`config.mk`:
```
export PLATFORM = sky130hd
export DESIGN_NAME = joint_limit_task_scale_min_flat
export DESIGN_NICKNAME = d
export VERILOG_FILES = /design/src/rtl/jlts_pkg.sv /design/src/rtl/jlts_joint_if.sv /design/src/rtl/jlts_result_if.sv /design/src/rtl/joint_limit_task_scale_min.sv /design/src/flat_wrapper.sv
export SDC_FILE = /design/constraint.sdc
export NUM_CORES = 1
export LEC_CHECK = 0
export BUFFER_PORTS_ARGS = -buffer_cell sky130_fd_sc_hd__buf_4
export CAP_MARGIN = 5
export CORE_MARGIN = 2
export CORE_UTILIZATION = 55
export DETAILED_ROUTE_END_ITERATION = 8
export PLACE_DENSITY_LB_ADDON = 0.25
export SYNTH_ARGS = -nofsm -noshare
export SYNTH_HDL_FRONTEND = slang
export SYNTH_SLANG_ARGS = --single-unit
```
`constraint.sdc`:
```
create_clock -name clk -period 16.7 [get_ports clk]
set_clock_uncertainty 0.15 [all_clocks]
set_input_delay 2.505 -clock clk [delete_from_list [all_inputs] [get_ports clk]]
set_output_delay 2.505 -clock clk [all_outputs]
set_load 0.02 [all_outputs]
```
`src/rtl/jlts_pkg.sv`:
```
// ----------------------------------------------------------------------------
// jlts_pkg
// shared widths, scale codes and types for the joint-limit task scale block
// ----------------------------------------------------------------------------
package jlts_pkg;

  localparam int unsigned VALUE_W = 32;  // Q16.16 joint quantities
  localparam int unsigned QUOT_W  = 16;  // Q0.16 quotient bits
  localparam int unsigned SCALE_W = 17;  // quotient plus the 1.0 / infinite codes
  localparam int unsigned INDEX_W = 4;

  localparam logic [SCALE_W-1:0] SCALE_ZERO = '0;
  localparam logic [SCALE_W-1:0] SCALE_ONE  = SCALE_W'(1) << QUOT_W;
  localparam logic [SCALE_W-1:0] SCALE_INF  = SCALE_ONE + SCALE_W'(1);

  typedef logic signed [VALUE_W-1:0] value_t;
  typedef logic [SCALE_W-1:0]        scale_t;
  typedef logic [INDEX_W-1:0]        index_t;

endpackage

```
`src/rtl/jlts_joint_if.sv`:
```
// ----------------------------------------------------------------------------
// jlts_joint_if
// request channel carrying one joint's step, output, bounds and flags
// ----------------------------------------------------------------------------
interface jlts_joint_if
  import jlts_pkg::*;
();

  logic   valid;
  logic   ready;
  value_t solved_step;
  value_t joint_output;
  value_t bound_low;
  value_t bound_high;
  logic   joint_free;
  logic   joint_last;

  modport source (
    output valid, solved_step, joint_output, bound_low, bound_high, joint_free, joint_last,
    input  ready
  );

  modport sink (
    input  valid, solved_step, joint_output, bound_low, bound_high, joint_free, joint_last,
    output ready
  );

endinterface

```
`src/rtl/jlts_result_if.sv`:
```
// ----------------------------------------------------------------------------
// jlts_result_if
// result channel carrying the minimum scale, its joint and the overflow flag
// ----------------------------------------------------------------------------
interface jlts_result_if
  import jlts_pkg::*;
();

  logic   valid;
  logic   ready;
  scale_t task_scale;
  index_t critical_joint;
  logic   joint_overflow;

  modport source (
    output valid, task_scale, critical_joint, joint_overflow,
    input  ready
  );

  modport sink (
    input  valid, task_scale, critical_joint, joint_overflow,
    output ready
  );

endinterface

```
`src/rtl/joint_limit_task_scale_min.sv`:
```
// ----------------------------------------------------------------------------
// joint_limit_task_scale_min
// minimum feasible task scale over a set of joints, with its joint index
// ----------------------------------------------------------------------------
// One joint is taken per request and the block works on it alone. A joint
// that needs a quotient passes through these steps from acceptance to the
// next ready: take the request and form output minus step, form the two
// margins, classify, run the radix-2 restoring divider that produces the
// Q0.16 quotient a bit per cycle, and fold the scale into the running
// minimum. Locked joints and joints that need no quotient skip the divider;
// joints beyond MAX_JOINTS go from acceptance straight to the fold. The
// result of a set is held in an output register, so the next set's joints
// are taken while it waits; only the final joint of a set stalls in its
// fold step while an earlier result is still unread.
// ----------------------------------------------------------------------------
module joint_limit_task_scale_min
  import jlts_pkg::*;
#(
  parameter int unsigned MAX_JOINTS = 16
) (
  input  logic               clk,
  input  logic               rst,
  jlts_joint_if.sink         joints,
  jlts_result_if.source      result
);

  localparam int unsigned CNT_W = $clog2(MAX_JOINTS + 1);
  localparam int unsigned EXT_W = CNT_W + INDEX_W;
  localparam int unsigned DIV_W = $clog2(QUOT_W);

  typedef enum logic [4:0] {
    S_IDLE   = 5'b00001,
    S_MARGIN = 5'b00010,
    S_CLASS  = 5'b00100,
    S_DIV    = 5'b01000,
    S_FIN    = 5'b10000
  } state_t;

  state_t state;

  // joint under work
  value_t                  a_r;
  value_t                  lo_r;
  value_t                  hi_r;
  logic signed [VALUE_W:0]   b_r;
  logic signed [VALUE_W+1:0] low_r;
  logic signed [VALUE_W+1:0] high_r;
  logic                    free_r;
  logic                    last_r;
  logic                    ignore_r;
  scale_t                  scale_r;

  // divider
  logic [VALUE_W-1:0]      rem;
  logic [VALUE_W-1:0]      den;
  logic [QUOT_W-1:0]       quot;
  logic [DIV_W-1:0]        div_cnt;

  // set state
  scale_t                  best_scale;
  index_t                  best_index;
  logic [CNT_W-1:0]        joint_counter;
  logic                    overflow_seen;

  // output register
  logic                    out_valid;
  scale_t                  out_scale;
  index_t                  out_index;
  logic                    out_overflow;

  logic signed [VALUE_W+1:0] a_ext;
  logic signed [VALUE_W+1:0] neg_low;
  logic signed [VALUE_W+1:0] neg_a;
  logic [VALUE_W+1:0]        trial;
  logic                      qbit;
  logic [VALUE_W-1:0]        rem_next;
  logic [EXT_W-1:0]          cnt_ext;
  logic                      better;
  scale_t                    best_scale_next;
  index_t                    best_index_next;
  logic                      overflow_next;
  logic                      fin_go;
  logic                      out_load;

  assign a_ext   = (VALUE_W+2)'(a_r);
  assign neg_low = -low_r;
  assign neg_a   = -a_ext;

  // restoring step: shift remainder left, try subtracting the divisor
  assign trial    = {1'b0, rem, 1'b0} - {2'b00, den};
  assign qbit     = ~trial[VALUE_W+1];
  assign rem_next = qbit ? trial[VALUE_W-1:0] : {rem[VALUE_W-2:0], 1'b0};

  assign cnt_ext = EXT_W'(joint_counter);
  assign better  = (joint_counter == '0) || (scale_r < best_scale);

  always_comb begin
    best_scale_next = best_scale;
    best_index_next = best_index;
    overflow_next   = overflow_seen;
    if (ignore_r) begin
      overflow_next = 1'b1;
    end else if (better) begin
      best_scale_next = scale_r;
      best_index_next = cnt_ext[INDEX_W-1:0];
    end
  end

  assign fin_go   = !last_r || !out_valid || result.ready;
  assign out_load = (state == S_FIN) && fin_go && last_r;

  assign joints.ready          = (state == S_IDLE);
  assign result.valid          = out_valid;
  assign result.task_scale     = out_scale;
  assign result.critical_joint = out_index;
  assign result.joint_overflow = out_overflow;

  always_ff @(posedge clk) begin
    if (rst) begin
      state         <= S_IDLE;
      best_scale    <= SCALE_ZERO;
      best_index    <= '0;
      joint_counter <= '0;
      overflow_seen <= 1'b0;
      out_valid     <= 1'b0;
    end else begin
      if (out_load) begin
        out_valid <= 1'b1;
      end else if (out_valid && result.ready) begin
        out_valid <= 1'b0;
      end
      case (state)
        S_IDLE: begin
          if (joints.valid) begin
            a_r      <= joints.solved_step;
            lo_r     <= joints.bound_low;
            hi_r     <= joints.bound_high;
            b_r      <= (VALUE_W+1)'(joints.joint_output) - (VALUE_W+1)'(joints.solved_step);
            free_r   <= joints.joint_free;
            last_r   <= joints.joint_last;
            ignore_r <= (joint_counter >= CNT_W'(MAX_JOINTS));
            state    <= (joint_counter >= CNT_W'(MAX_JOINTS)) ? S_FIN : S_MARGIN;
          end
        end
        S_MARGIN: begin
          low_r  <= (VALUE_W+2)'(lo_r) - (VALUE_W+2)'(b_r);
          high_r <= (VALUE_W+2)'(hi_r) - (VALUE_W+2)'(b_r);
          state  <= S_CLASS;
        end
        S_CLASS: begin
          div_cnt <= '0;
          quot    <= '0;
          state   <= S_FIN;
          if (!free_r) begin
            scale_r <= SCALE_INF;
          end else if (a_r < 0 && low_r < 0) begin
            if (a_ext < low_r) begin
              rem   <= neg_low[VALUE_W-1:0];
              den   <= neg_a[VALUE_W-1:0];
              state <= S_DIV;
            end else begin
              scale_r <= SCALE_ONE;
            end
          end else if (a_r > 0 && high_r > 0) begin
            if (high_r < a_ext) begin
              rem   <= high_r[VALUE_W-1:0];
              den   <= a_r[VALUE_W-1:0];
              state <= S_DIV;
            end else begin
              scale_r <= SCALE_ONE;
            end
          end else begin
            scale_r <= SCALE_ZERO;
          end
        end
        S_DIV: begin
          rem     <= rem_next;
          quot    <= {quot[QUOT_W-2:0], qbit};
          div_cnt <= div_cnt + DIV_W'(1);
          if (div_cnt == DIV_W'(QUOT_W - 1)) begin
            scale_r <= SCALE_W'({quot[QUOT_W-2:0], qbit});
            state   <= S_FIN;
          end
        end
        S_FIN: begin
          if (fin_go) begin
            state <= S_IDLE;
            if (last_r) begin
              out_scale     <= best_scale_next;
              out_index     <= best_index_next;
              out_overflow  <= overflow_next;
              best_scale    <= SCALE_ZERO;
              best_index    <= '0;
              joint_counter <= '0;
              overflow_seen <= 1'b0;
            end else begin
              best_scale    <= best_scale_next;
              best_index    <= best_index_next;
              overflow_seen <= overflow_next;
              if (!ignore_r) begin
                joint_counter <= joint_counter + CNT_W'(1);
              end
            end
          end
        end
        default: begin
          state <= S_IDLE;
        end
      endcase
    end
  end

endmodule

```
`src/flat_wrapper.sv`:
```
// flat-port wrapper written by rule: the top's interface ports become plain ports
module joint_limit_task_scale_min_flat import jlts_pkg::*;
#(
  parameter int unsigned MAX_JOINTS = 16
)
  (clk, rst, joints_valid, joints_solved_step, joints_joint_output, joints_bound_low, joints_bound_high, joints_joint_free, joints_joint_last, joints_ready, result_valid, result_task_scale, result_critical_joint, result_joint_overflow, result_ready);
  jlts_joint_if joints_i ();
  jlts_result_if result_i ();
  input  logic clk;
  input  logic rst;
  input wire logic [$bits(joints_i.valid)-1:0] joints_valid;
  input wire logic [$bits(joints_i.solved_step)-1:0] joints_solved_step;
  input wire logic [$bits(joints_i.joint_output)-1:0] joints_joint_output;
  input wire logic [$bits(joints_i.bound_low)-1:0] joints_bound_low;
  input wire logic [$bits(joints_i.bound_high)-1:0] joints_bound_high;
  input wire logic [$bits(joints_i.joint_free)-1:0] joints_joint_free;
  input wire logic [$bits(joints_i.joint_last)-1:0] joints_joint_last;
  output wire logic [$bits(joints_i.ready)-1:0] joints_ready;
  output wire logic [$bits(result_i.valid)-1:0] result_valid;
  output wire logic [$bits(result_i.task_scale)-1:0] result_task_scale;
  output wire logic [$bits(result_i.critical_joint)-1:0] result_critical_joint;
  output wire logic [$bits(result_i.joint_overflow)-1:0] result_joint_overflow;
  input wire logic [$bits(result_i.ready)-1:0] result_ready;
  assign joints_i.valid = joints_valid;
  assign joints_i.solved_step = joints_solved_step;
  assign joints_i.joint_output = joints_joint_output;
  assign joints_i.bound_low = joints_bound_low;
  assign joints_i.bound_high = joints_bound_high;
  assign joints_i.joint_free = joints_joint_free;
  assign joints_i.joint_last = joints_joint_last;
  assign joints_ready = joints_i.ready;
  assign result_valid = result_i.valid;
  assign result_task_scale = result_i.task_scale;
  assign result_critical_joint = result_i.critical_joint;
  assign result_joint_overflow = result_i.joint_overflow;
  assign result_i.ready = result_ready;
  joint_limit_task_scale_min #(.MAX_JOINTS(MAX_JOINTS)) u_core (.clk(clk), .rst(rst), .joints(joints_i), .result(result_i));
endmodule
```
Yosys cells after proc, flatten, opt, wreduce, memory -nomap -nowiden
Index checks and enable logic that the tools add are counted.

storage, ports and cells
  flip-flop bits (word level) = 355
  input bits = 134
  output and inout port bits = 24
  word-level logic and storage cells = 125

operators by class
  add/sub/neg operators = 8
  order comparisons = 8
  equal/unequal tests = 17
  multiplexer cells = 42
  bitwise operators = 2
  reductions and logical operators = 25

operator list
  operator             number
  $mux 32              10
  $mux 17              9
  $sub 32x33->34       2
  $neg 32->32          2
  $pmux 32 s2          1
  $mux 5               11
  $gt 34x1->1 const B  1
  $lt 32x34->1         1
  $lt 34x1->1 const B  1
  $lt 34x32->1         1
  $pmux 17 s2          1
  $sub 33x32->34       1
  $sub 32x32->33       1
  $gt 32x1->1 const B  1
  $lt 32x1->1 const B  1
  $pmux 15 s2          1
  $pmux 5 s5           1
  $lt 17x17->1         1
  $mux 4               3
  $reduce_and 6->1     2
  $reduce_and 3->1     3
  $ne 2x1->1 const B   4
  $pmux 4 s2           1
  $reduce_bool 2->1    4
  other kinds (23)     38

Longest topological paths before layout
Gate-level depths: netlist of run 1.

  depth in word-level cells = 6
  gate-level depth with buffers = 13
  gate-level depth less buffers = 12

Least setup slack after synthesis of run 1
Ideal clock, no wire load.

  kind = input-to-reg
  from = in rst
  to = reg u_core.high_r[0], enable pin
  library setup time = 0.685 ns
  arrival = 9.719 ns
  data required time = 15.865 ns
  setup slack = 6.145 ns
  stages on the path = 2
  path buffers = 1
  cell sequence = clkbuf_1 > nor4b_1

on the way
  longest elaborated chain between the ends = 2

RTL lines
  what                        line                               RTL
  from (decl)                 flat_wrapper.sv:10                 input logic rst;
  $not 1->1 (no line)         n/a
  $reduce_and 2->1 (no line)  n/a
  to (signal assigned)        joint_limit_task_scale_min.sv:147  high_r <= (VALUE_W+2)'(hi_r) - (VALUE_W+2)'(b_r);
  to (decl)                   joint_limit_task_scale_min.sv:47   logic signed [VALUE_W+1:0] high_r;

Every way passes these cells.
A chain may end at the register's enable or synchronous reset.

Worst setup path after layout of run 1
  from = in joints_joint_output[0]
  to = reg u_core.b_r[28], data pin

on the way
  longest elaborated chain between the ends = 1

RTL lines
  what                  line                               RTL
  from (decl)           flat_wrapper.sv:13                 input wire logic [$bits(joints_i.joint_output)-1:0] joints_joint_output;
  $sub 32x32->33        joint_limit_task_scale_min.sv:138  b_r <= (VALUE_W+1)'(joints.joint_output) - (VALUE_W+1)'(joints.solved_step);
  to (signal assigned)  joint_limit_task_scale_min.sv:138
  to (decl)             joint_limit_task_scale_min.sv:45   logic signed [VALUE_W:0] b_r;

Every way passes these cells.

==> summary.txt, run 1 <==
first-pass GRT wire length: 83700 um
Cells after Synth: 2192
core box area: 40000 um2
share of cells above drive strength 1: 11.0%
final cell count without fillers: 2911
GRT Total Usage: 25.0%
Max Root-Sink Buffers: 3
Synth Register Bits: 355
status: completed
worst-path cell chain: buf_4, inv_1, ha_1, fa_1, nor2b_1, o21a_1, o21ai_0, a2111oi_0, o211ai_1, o21bai_1, a31oi_1, o21ai_0, xor2_1
Fill cells: 3121
Starting Density: 56.0%
max_slew headroom: 7.81%
die height: 206 um
endpoints failing setup: 0
cts bufs inserted: 40
critical path data arrival time: 6.17 ns
fmax: 166 MHz
WL per Instance: 18.0 um
# DRC: 0
cell row count: 73
worst stage delay on the critical path: 1.15 ns
YS warnings: 0
Netlist cell types: 75
synth cell count leaders: edfxtp_1 (322), inv_1 (236), ha_1 (217)
unrepaired setup endpoints after global routing: false
CTS root buffer: clkbuf_16
PortBufs: 157
nets@finish: 2711
placed cell count: 2839
vias in the first global route: 16600
1st-iter DRT viols: 1176
total gr overflow: 0
top-count cell post-synth: edfxtp_1
asr flop ratio synth: 0%
via count: 17000
placed cell areas: 24200 um2
final worst path period share: 36.0%
P per Cell Area: 87.1 nW/um2
gpl congestion: 0.892
total inserted antenna cells: 0
main flop type after synthesis: edfxtp_1
die width: 206 um
Final min period: 6.01 ns
antenna violations before repair: 0
area delta synth->final: 14.0%
endpoints failing hold: 0
Worst Setup Start Kind: input port
Via-to-Cell Ratio: 5.84
Sinks on Clock Net: 355
Mapped Area: 22400 um2
Ports: 158
Worst-path clk slew: 0.06 ns
Slowest-stage cell, CP: a2111oi_0
largest net degree at the start of global routing: 71
Final Util: 63.9%
MaxCap Viol Count: 0
Worst-Skew Late Latency: 0.57 ns
DPL Wire Length: 40200 um
worst hold path class: register to register
setup_tns: 0 ns
synthesized area per cell: 10.2 um2
ANT nets after route: 0
Top Family by Delay on Critical Path: compound AO/OA/AOI/OAI gates
WL final: 52300 um
WP buf/inv: 2
post-CTS setup repair buffer count: 0
crit path max fanout: 5
Crit path required time: 16.85 ns
CP most frequent cell: o21ai_0
sequential area share after synthesis: 46.1%
Final Cell Area: 25600 um2
Leak: 0.0105 uW
Initial DRT Pass Iterations: 6
worst vdd ir: 84.8 uV
Final Max Slew Viols: 0
Post-synth EDFFs: 322
post-synth top area share: 43.1%
CP Class: input port to register
Synthesized Nets: 2547
full die area: 42400 um2
Synth area leader: edfxtp_1
hold buffer count at CTS: 0
crit end category: register
Synth area leaders: edfxtp_1 (43%), ha_1 (12%), xnor2_1 (4.6%), inv_1 (4.0%), a21oi_1 (3.3%)
post-cts sizing count: 0
worst-margin pin slew: 1.35 ns
CTS H-tree lvls: 2
CTS tree: done
-- stage by stage --
stage | total power, uW | hold WS, ns | setup WS [ns]
detailed placement | 1320 | 0.309 | 10.21
CTS | 2240 | 0.318 | 10.79
floorplan | 1230 | 0.279 | 6.15
global route | 2310 | 0.347 | 10.46
global placement | 1310 | 0.292 | 10.36
finish | 2230 | 0.322 | 10.69
-- flip-flops by register name, indices dropped and copies added (netlist names), 4 cells and up --
register and flops:
u_core.a_r 32, u_core.b_r 33, u_core.best_index 4, u_core.best_scale 17
u_core.den 32, u_core.div_cnt 4, u_core.hi_r 32, u_core.high_r 34
u_core.joint_counter 5, u_core.lo_r 32, u_core.low_r 34, u_core.quot 15
u_core.rem 32, u_core.result.critical_joint 4, u_core.result.task_scale 17, u_core.scale_r 17
u_core.state 5
-- report_power, final --
part           total (uW)  leakage, uW  internal (uW)  switching, uW
Combinational         290      0.00670            127            163
Sequential           1020      0.00314           1000           15.3
Clock                 916     0.000665            558            358
-- per-layer routing --
layer  vias to the layer above  global-route usage (%)  routed length [um]
met2                       520                    41.8               24300
li1                       8402                       -                   -
met4                         0                    8.52                1500
met3                        97                    2.55                2380
met5                         -                       0                   0
met1                      7992                    34.0               24100
-- final timing paths --
kind | startpoint | end | slack, ns | cells after the start
worst max-delay path | joints_joint_output[0] | u_core.b_r[28]$_DFFE_PP_ | 10.69 | 13
worst min-delay path | u_core.best_index[1]$_SDFFE_PP0P_ | u_core.best_index[1]$_SDFFE_PP0P_ | 0.32 | 2
worst max register to register | u_core.den[1]$_DFFE_PP_ | u_core.rem[25]$_DFFE_PP_ | 12.16 | 10
worst min register to register | u_core.best_index[1]$_SDFFE_PP0P_ | u_core.best_index[1]$_SDFFE_PP0P_ | 0.32 | 2
-- cell type report --
cell class / instances / area, um2 / share of cell area [%]
multi-input combinational: 1554 / 11000 / 43.2
sequential: 355 / 10300 / 40.4
timing repair buffer: 169 / 1270 / 4.96
clock buffer: 49 / 1090 / 4.25
inverter: 236 / 886 / 3.47
tap: 525 / 657 / 2.57
clock inverter: 23 / 284 / 1.11
-- cell usage in the layout, fill, tap and decap left out, types with 19 or more instances in the layout --
cell type | synthesis | layout
nor2_1 | 126 | 125
nor3_1 | 27 | 27
ha_1 | 217 | 216
xnor2_1 | 119 | 119
o21a_1 | 37 | 37
edfxtp_1 | 322 | 322
nor2b_1 | 41 | 41
and3_1 | 21 | 19
a21oi_1 | 149 | 149
o21ai_0 | 142 | 142
xor2_1 | 39 | 39
buf_4 | 0 | 169
or3_1 | 19 | 19
dfxtp_1 | 33 | 33
nand2b_1 | 21 | 21
nand2_1 | 151 | 151
a31oi_1 | 25 | 25
nand4_1 | 27 | 27
inv_1 | 236 | 236
a21o_1 | 71 | 71
nor4_1 | 19 | 19
o211ai_1 | 19 | 19
a211oi_1 | 32 | 32
clkbuf_16 | 0 | 42
and2_1 | 22 | 22
nand3_1 | 36 | 36
-- worst reg2reg max path, stage by stage (launching register included) --
cell       delay, ns
edfxtp_1        0.41
inv_1           0.08
ha_1            0.22
nor2b_1         0.14
o31a_1          0.28
o41ai_1         0.64
o21ai_0         0.40
a31oi_1         0.73
o21a_1          0.76
o21ai_0         0.30
a2bb2oi_1       0.18
-- cells by family after synthesis --
kind of cell    after synthesis  share of synthesized area, %
compound gates              613                          17.7
flops                       355                          46.1
xor+xnor                    158                          6.17
buf+inv                     283                          4.74
mux                          13                         0.592
fa+ha+maj                   221                          12.5
simple gates                549                          12.2
(Power assumes the default switching activity.)
==> inputs of run 2 (changes only) <==
==> constraint.sdc (replaced) <==
create_clock -name clk -period 5.8 [get_ports clk]
set_clock_uncertainty 0.15 [all_clocks]
set_input_delay 0.87 -clock clk [delete_from_list [all_inputs] [get_ports clk]]
set_output_delay 0.87 -clock clk [all_outputs]
set_load 0.02 [all_outputs]
==> run 2 against run 1 <==
Effect of this change: global-route usage down 0.095 points; cell area down 0.44%; flip-flop and latch count unchanged; combinational power rose to 2.9 times the previous value; critical path type is now register to register.
==> summary.txt, run 2 (same netlist as run 1, synthesis figures left out) <==
grt met3 use: 2.98% (+0.43 points)
Final Max Slew Viols: 0 (unchanged)
footprint of the multi-input gates: 11100 um2 (about the same)
worst hold path class: register to register
die height: 206 um (unchanged)
Psw: 1490 uW (+180%)
register area: 10300 um2 (unchanged)
P per Cell Area: 244 nW/um2 (+180%)
critical path data arrival time: 4.65 ns (-1.52 ns)
Int Pwr: 4710 uW (+180%)
Initial DRT Pass Iterations: 5 (-1)
die width: 206 um (unchanged)
gr busiest metal: met2
GRT Total Usage: 24.9% (-0.095 points)
Worst-path clk slew: 0.06 ns (about the same)
full die area: 42400 um2 (unchanged)
Gate power share: 13.5% (+0.4 points)
cts bufs inserted: 38 (-5.0%)
1st-iter DRT viols: 1618 (+38%)
unrepaired setup endpoints after global routing: false
CTS root buffer: clkbuf_16
vias in the first global route: 16700 (+0.85%)
max_slew headroom: 26.0% (+18 points)
gpl congestion: 0.913 (+2.3%)
endpoints failing setup: 0 (unchanged)
WL final: 51900 um (-0.86%)
PortBufs: 157 (unchanged)
first-pass GRT wire length: 83600 um (-0.13%)
# DRC: 0 (unchanged)
MaxCap Viol Count: 0 (unchanged)
Sinks on Clock Net: 355 (unchanged)
setup_tns: 0 ns (unchanged)
total inserted antenna cells: 0 (unchanged)
CP Class: register to register
Worst-Skew Late Latency: 0.56 ns (about the same)
Final min period: 4.45 ns
Via-to-Cell Ratio: 5.89 (+0.77%)
area delta synth->final: 13.5%
most frequent cells in the layout: edfxtp_1 (322), inv_1 (236), ha_1 (216)
worst-path cell chain: ha_1, nor2b_1, o31a_1, o41ai_1, o21ai_0, a31oi_1, o21a_1, nor2_1, a211oi_1
Ports: 158 (unchanged)
met1 Usage GRT: 34.1% (+0.077 points)
Slowest-stage cell, CP: o21a_1
Largest regs: u_core.high_r: 34 flops, u_core.low_r: 34 flops, u_core.b_r: 33 flops
CTS tree: done
worst stage delay on the critical path: 0.72 ns (-0.43 ns)
Starting Density: 56.0% (unchanged)
switching part of the total power: 24.0% (-0.094 points)
WL per Instance: 17.9 um (-0.62%)
core box area: 40000 um2 (unchanged)
largest net degree at the start of global routing: 125 (+76%)
hold buffer count at CTS: 0 (unchanged)
crit path max fanout: 18 (+13)
antenna violations before repair: 1 (+1)
total gr overflow: 0 (unchanged)
worst-margin pin slew: 1.11 ns (-0.240 ns)
post-CTS setup repair buffer count: 0 (unchanged)
final worst path period share: 76.8%
cell row count: 73 (unchanged)
Fill cells: 3162 (+1.3%)
share of cells above drive strength 1: 10.6% (-0.43 points)
Worst Setup Start Kind: register
endpoints failing hold: 0 (unchanged)
most common cell after layout, fill and taps aside: edfxtp_1
met2 Track Usage GR: 40.6% (-1.2 points)
Flop pwr share: 47.3% (+1.5 points)
Top Family by Delay on Critical Path: compound AO/OA/AOI/OAI gates
worst hold margin: 0.317 ns (-0.00507 ns)
Crit path required time: 5.99 ns (-10.86 ns)
post-cts sizing count: 0 (unchanged)
fmax: 224 MHz
Leak: 0.0104 uW (-0.52%)
crit end category: register
DPL Wire Length: 39900 um (-0.66%)
via count: 17100 (+0.52%)
WP buf/inv: 0 (-2)
nets@finish: 2708 (-0.11%)
ANT nets after route: 0 (unchanged)
CTS H-tree lvls: 2 (unchanged)
status: completed
Max Root-Sink Buffers: 3 (unchanged)
worst vdd ir: 173 uV (+100%)
clock network fraction of design power: 39.2% (-1.9 points)
==> run 2: changes by cell type in the layout (fill, tap and decap cells not counted), sizes merged <==
| cell | delta |
|---|---|
| buf | -1 |
| clkbuf | +2 |
| clkinv | -2 |
| clkinvlp | -3 |
| bufinv | -3 |
==> run 2: final timing paths <==
kind / from / endpoint / slack [ns] / depth (start not counted)
worst max-delay path: u_core.rem[0]$_DFFE_PP_ / u_core.rem[20]$_DFFE_PP_ / 1.35 / 9
worst min-delay path: u_core.best_index[3]$_SDFFE_PP0P_ / u_core.best_index[3]$_SDFFE_PP0P_ / 0.32 / 2
worst max register to register: u_core.rem[0]$_DFFE_PP_ / u_core.rem[20]$_DFFE_PP_ / 1.35 / 9
worst min register to register: u_core.best_index[3]$_SDFFE_PP0P_ / u_core.best_index[3]$_SDFFE_PP0P_ / 0.32 / 2
==> run 2: worst min-delay path: stages, from the launching register on <==
cell and delay, ns:
dfxtp_1 0.31, nand2_1 0.05, o22ai_1 0.05
==> run 2: per-stage QoR <==
| stage | cell area (um2) | worst slack (ns) | util, % | cells | power, uW |
|---|---|---|---|---|---|
| 5_1_grt | 25400 | 0.968 | 63.6 | 2904 | 6440 |
| 4_1_cts | 25400 | 1.39 | 63.6 | 2904 | 6240 |
| 3_3_place_gp | 24200 | 1.61 | 60.5 | 2838 | 3780 |
| 6_report | 25400 | 1.35 | 63.6 | 2904 | 6200 |
| 3_5_place_dp | 24200 | 1.39 | 60.5 | 2838 | 3810 |
| 2_1_floorplan | 22400 | 0.280 | - | 2192 | 3550 |
==> run 2: power groups by stage <==
stage,sequential (uW),combinational [uW],clock [uW]
after CTS,2930,831,2480
final,2930,839,2430
after global routing,2930,936,2570
after detailed placement,2980,824,0
after global placement,2980,797,0
after floorplan,2970,579,0
==> run 2: layout make-up <==
type                            count  share of cell area [%]
Inverter                          236                    3.48
Sequential cell                   355                    40.6
Timing Repair Buffer              168                    5.01
Multi-Input combinational cell   1554                    43.4
Clock buffer                       51                    4.30
Clock inverter                     15                   0.595
Tap cell                          525                    2.58
==> run 2: per-layer routing <==
layer / vias to the layer above / part of all wire, %
li1: 8390 / -
met1: 8036 / 45
met2: 575 / 46
met3: 99 / 5.5
met4: 0 / 3.3
met5: - / 0
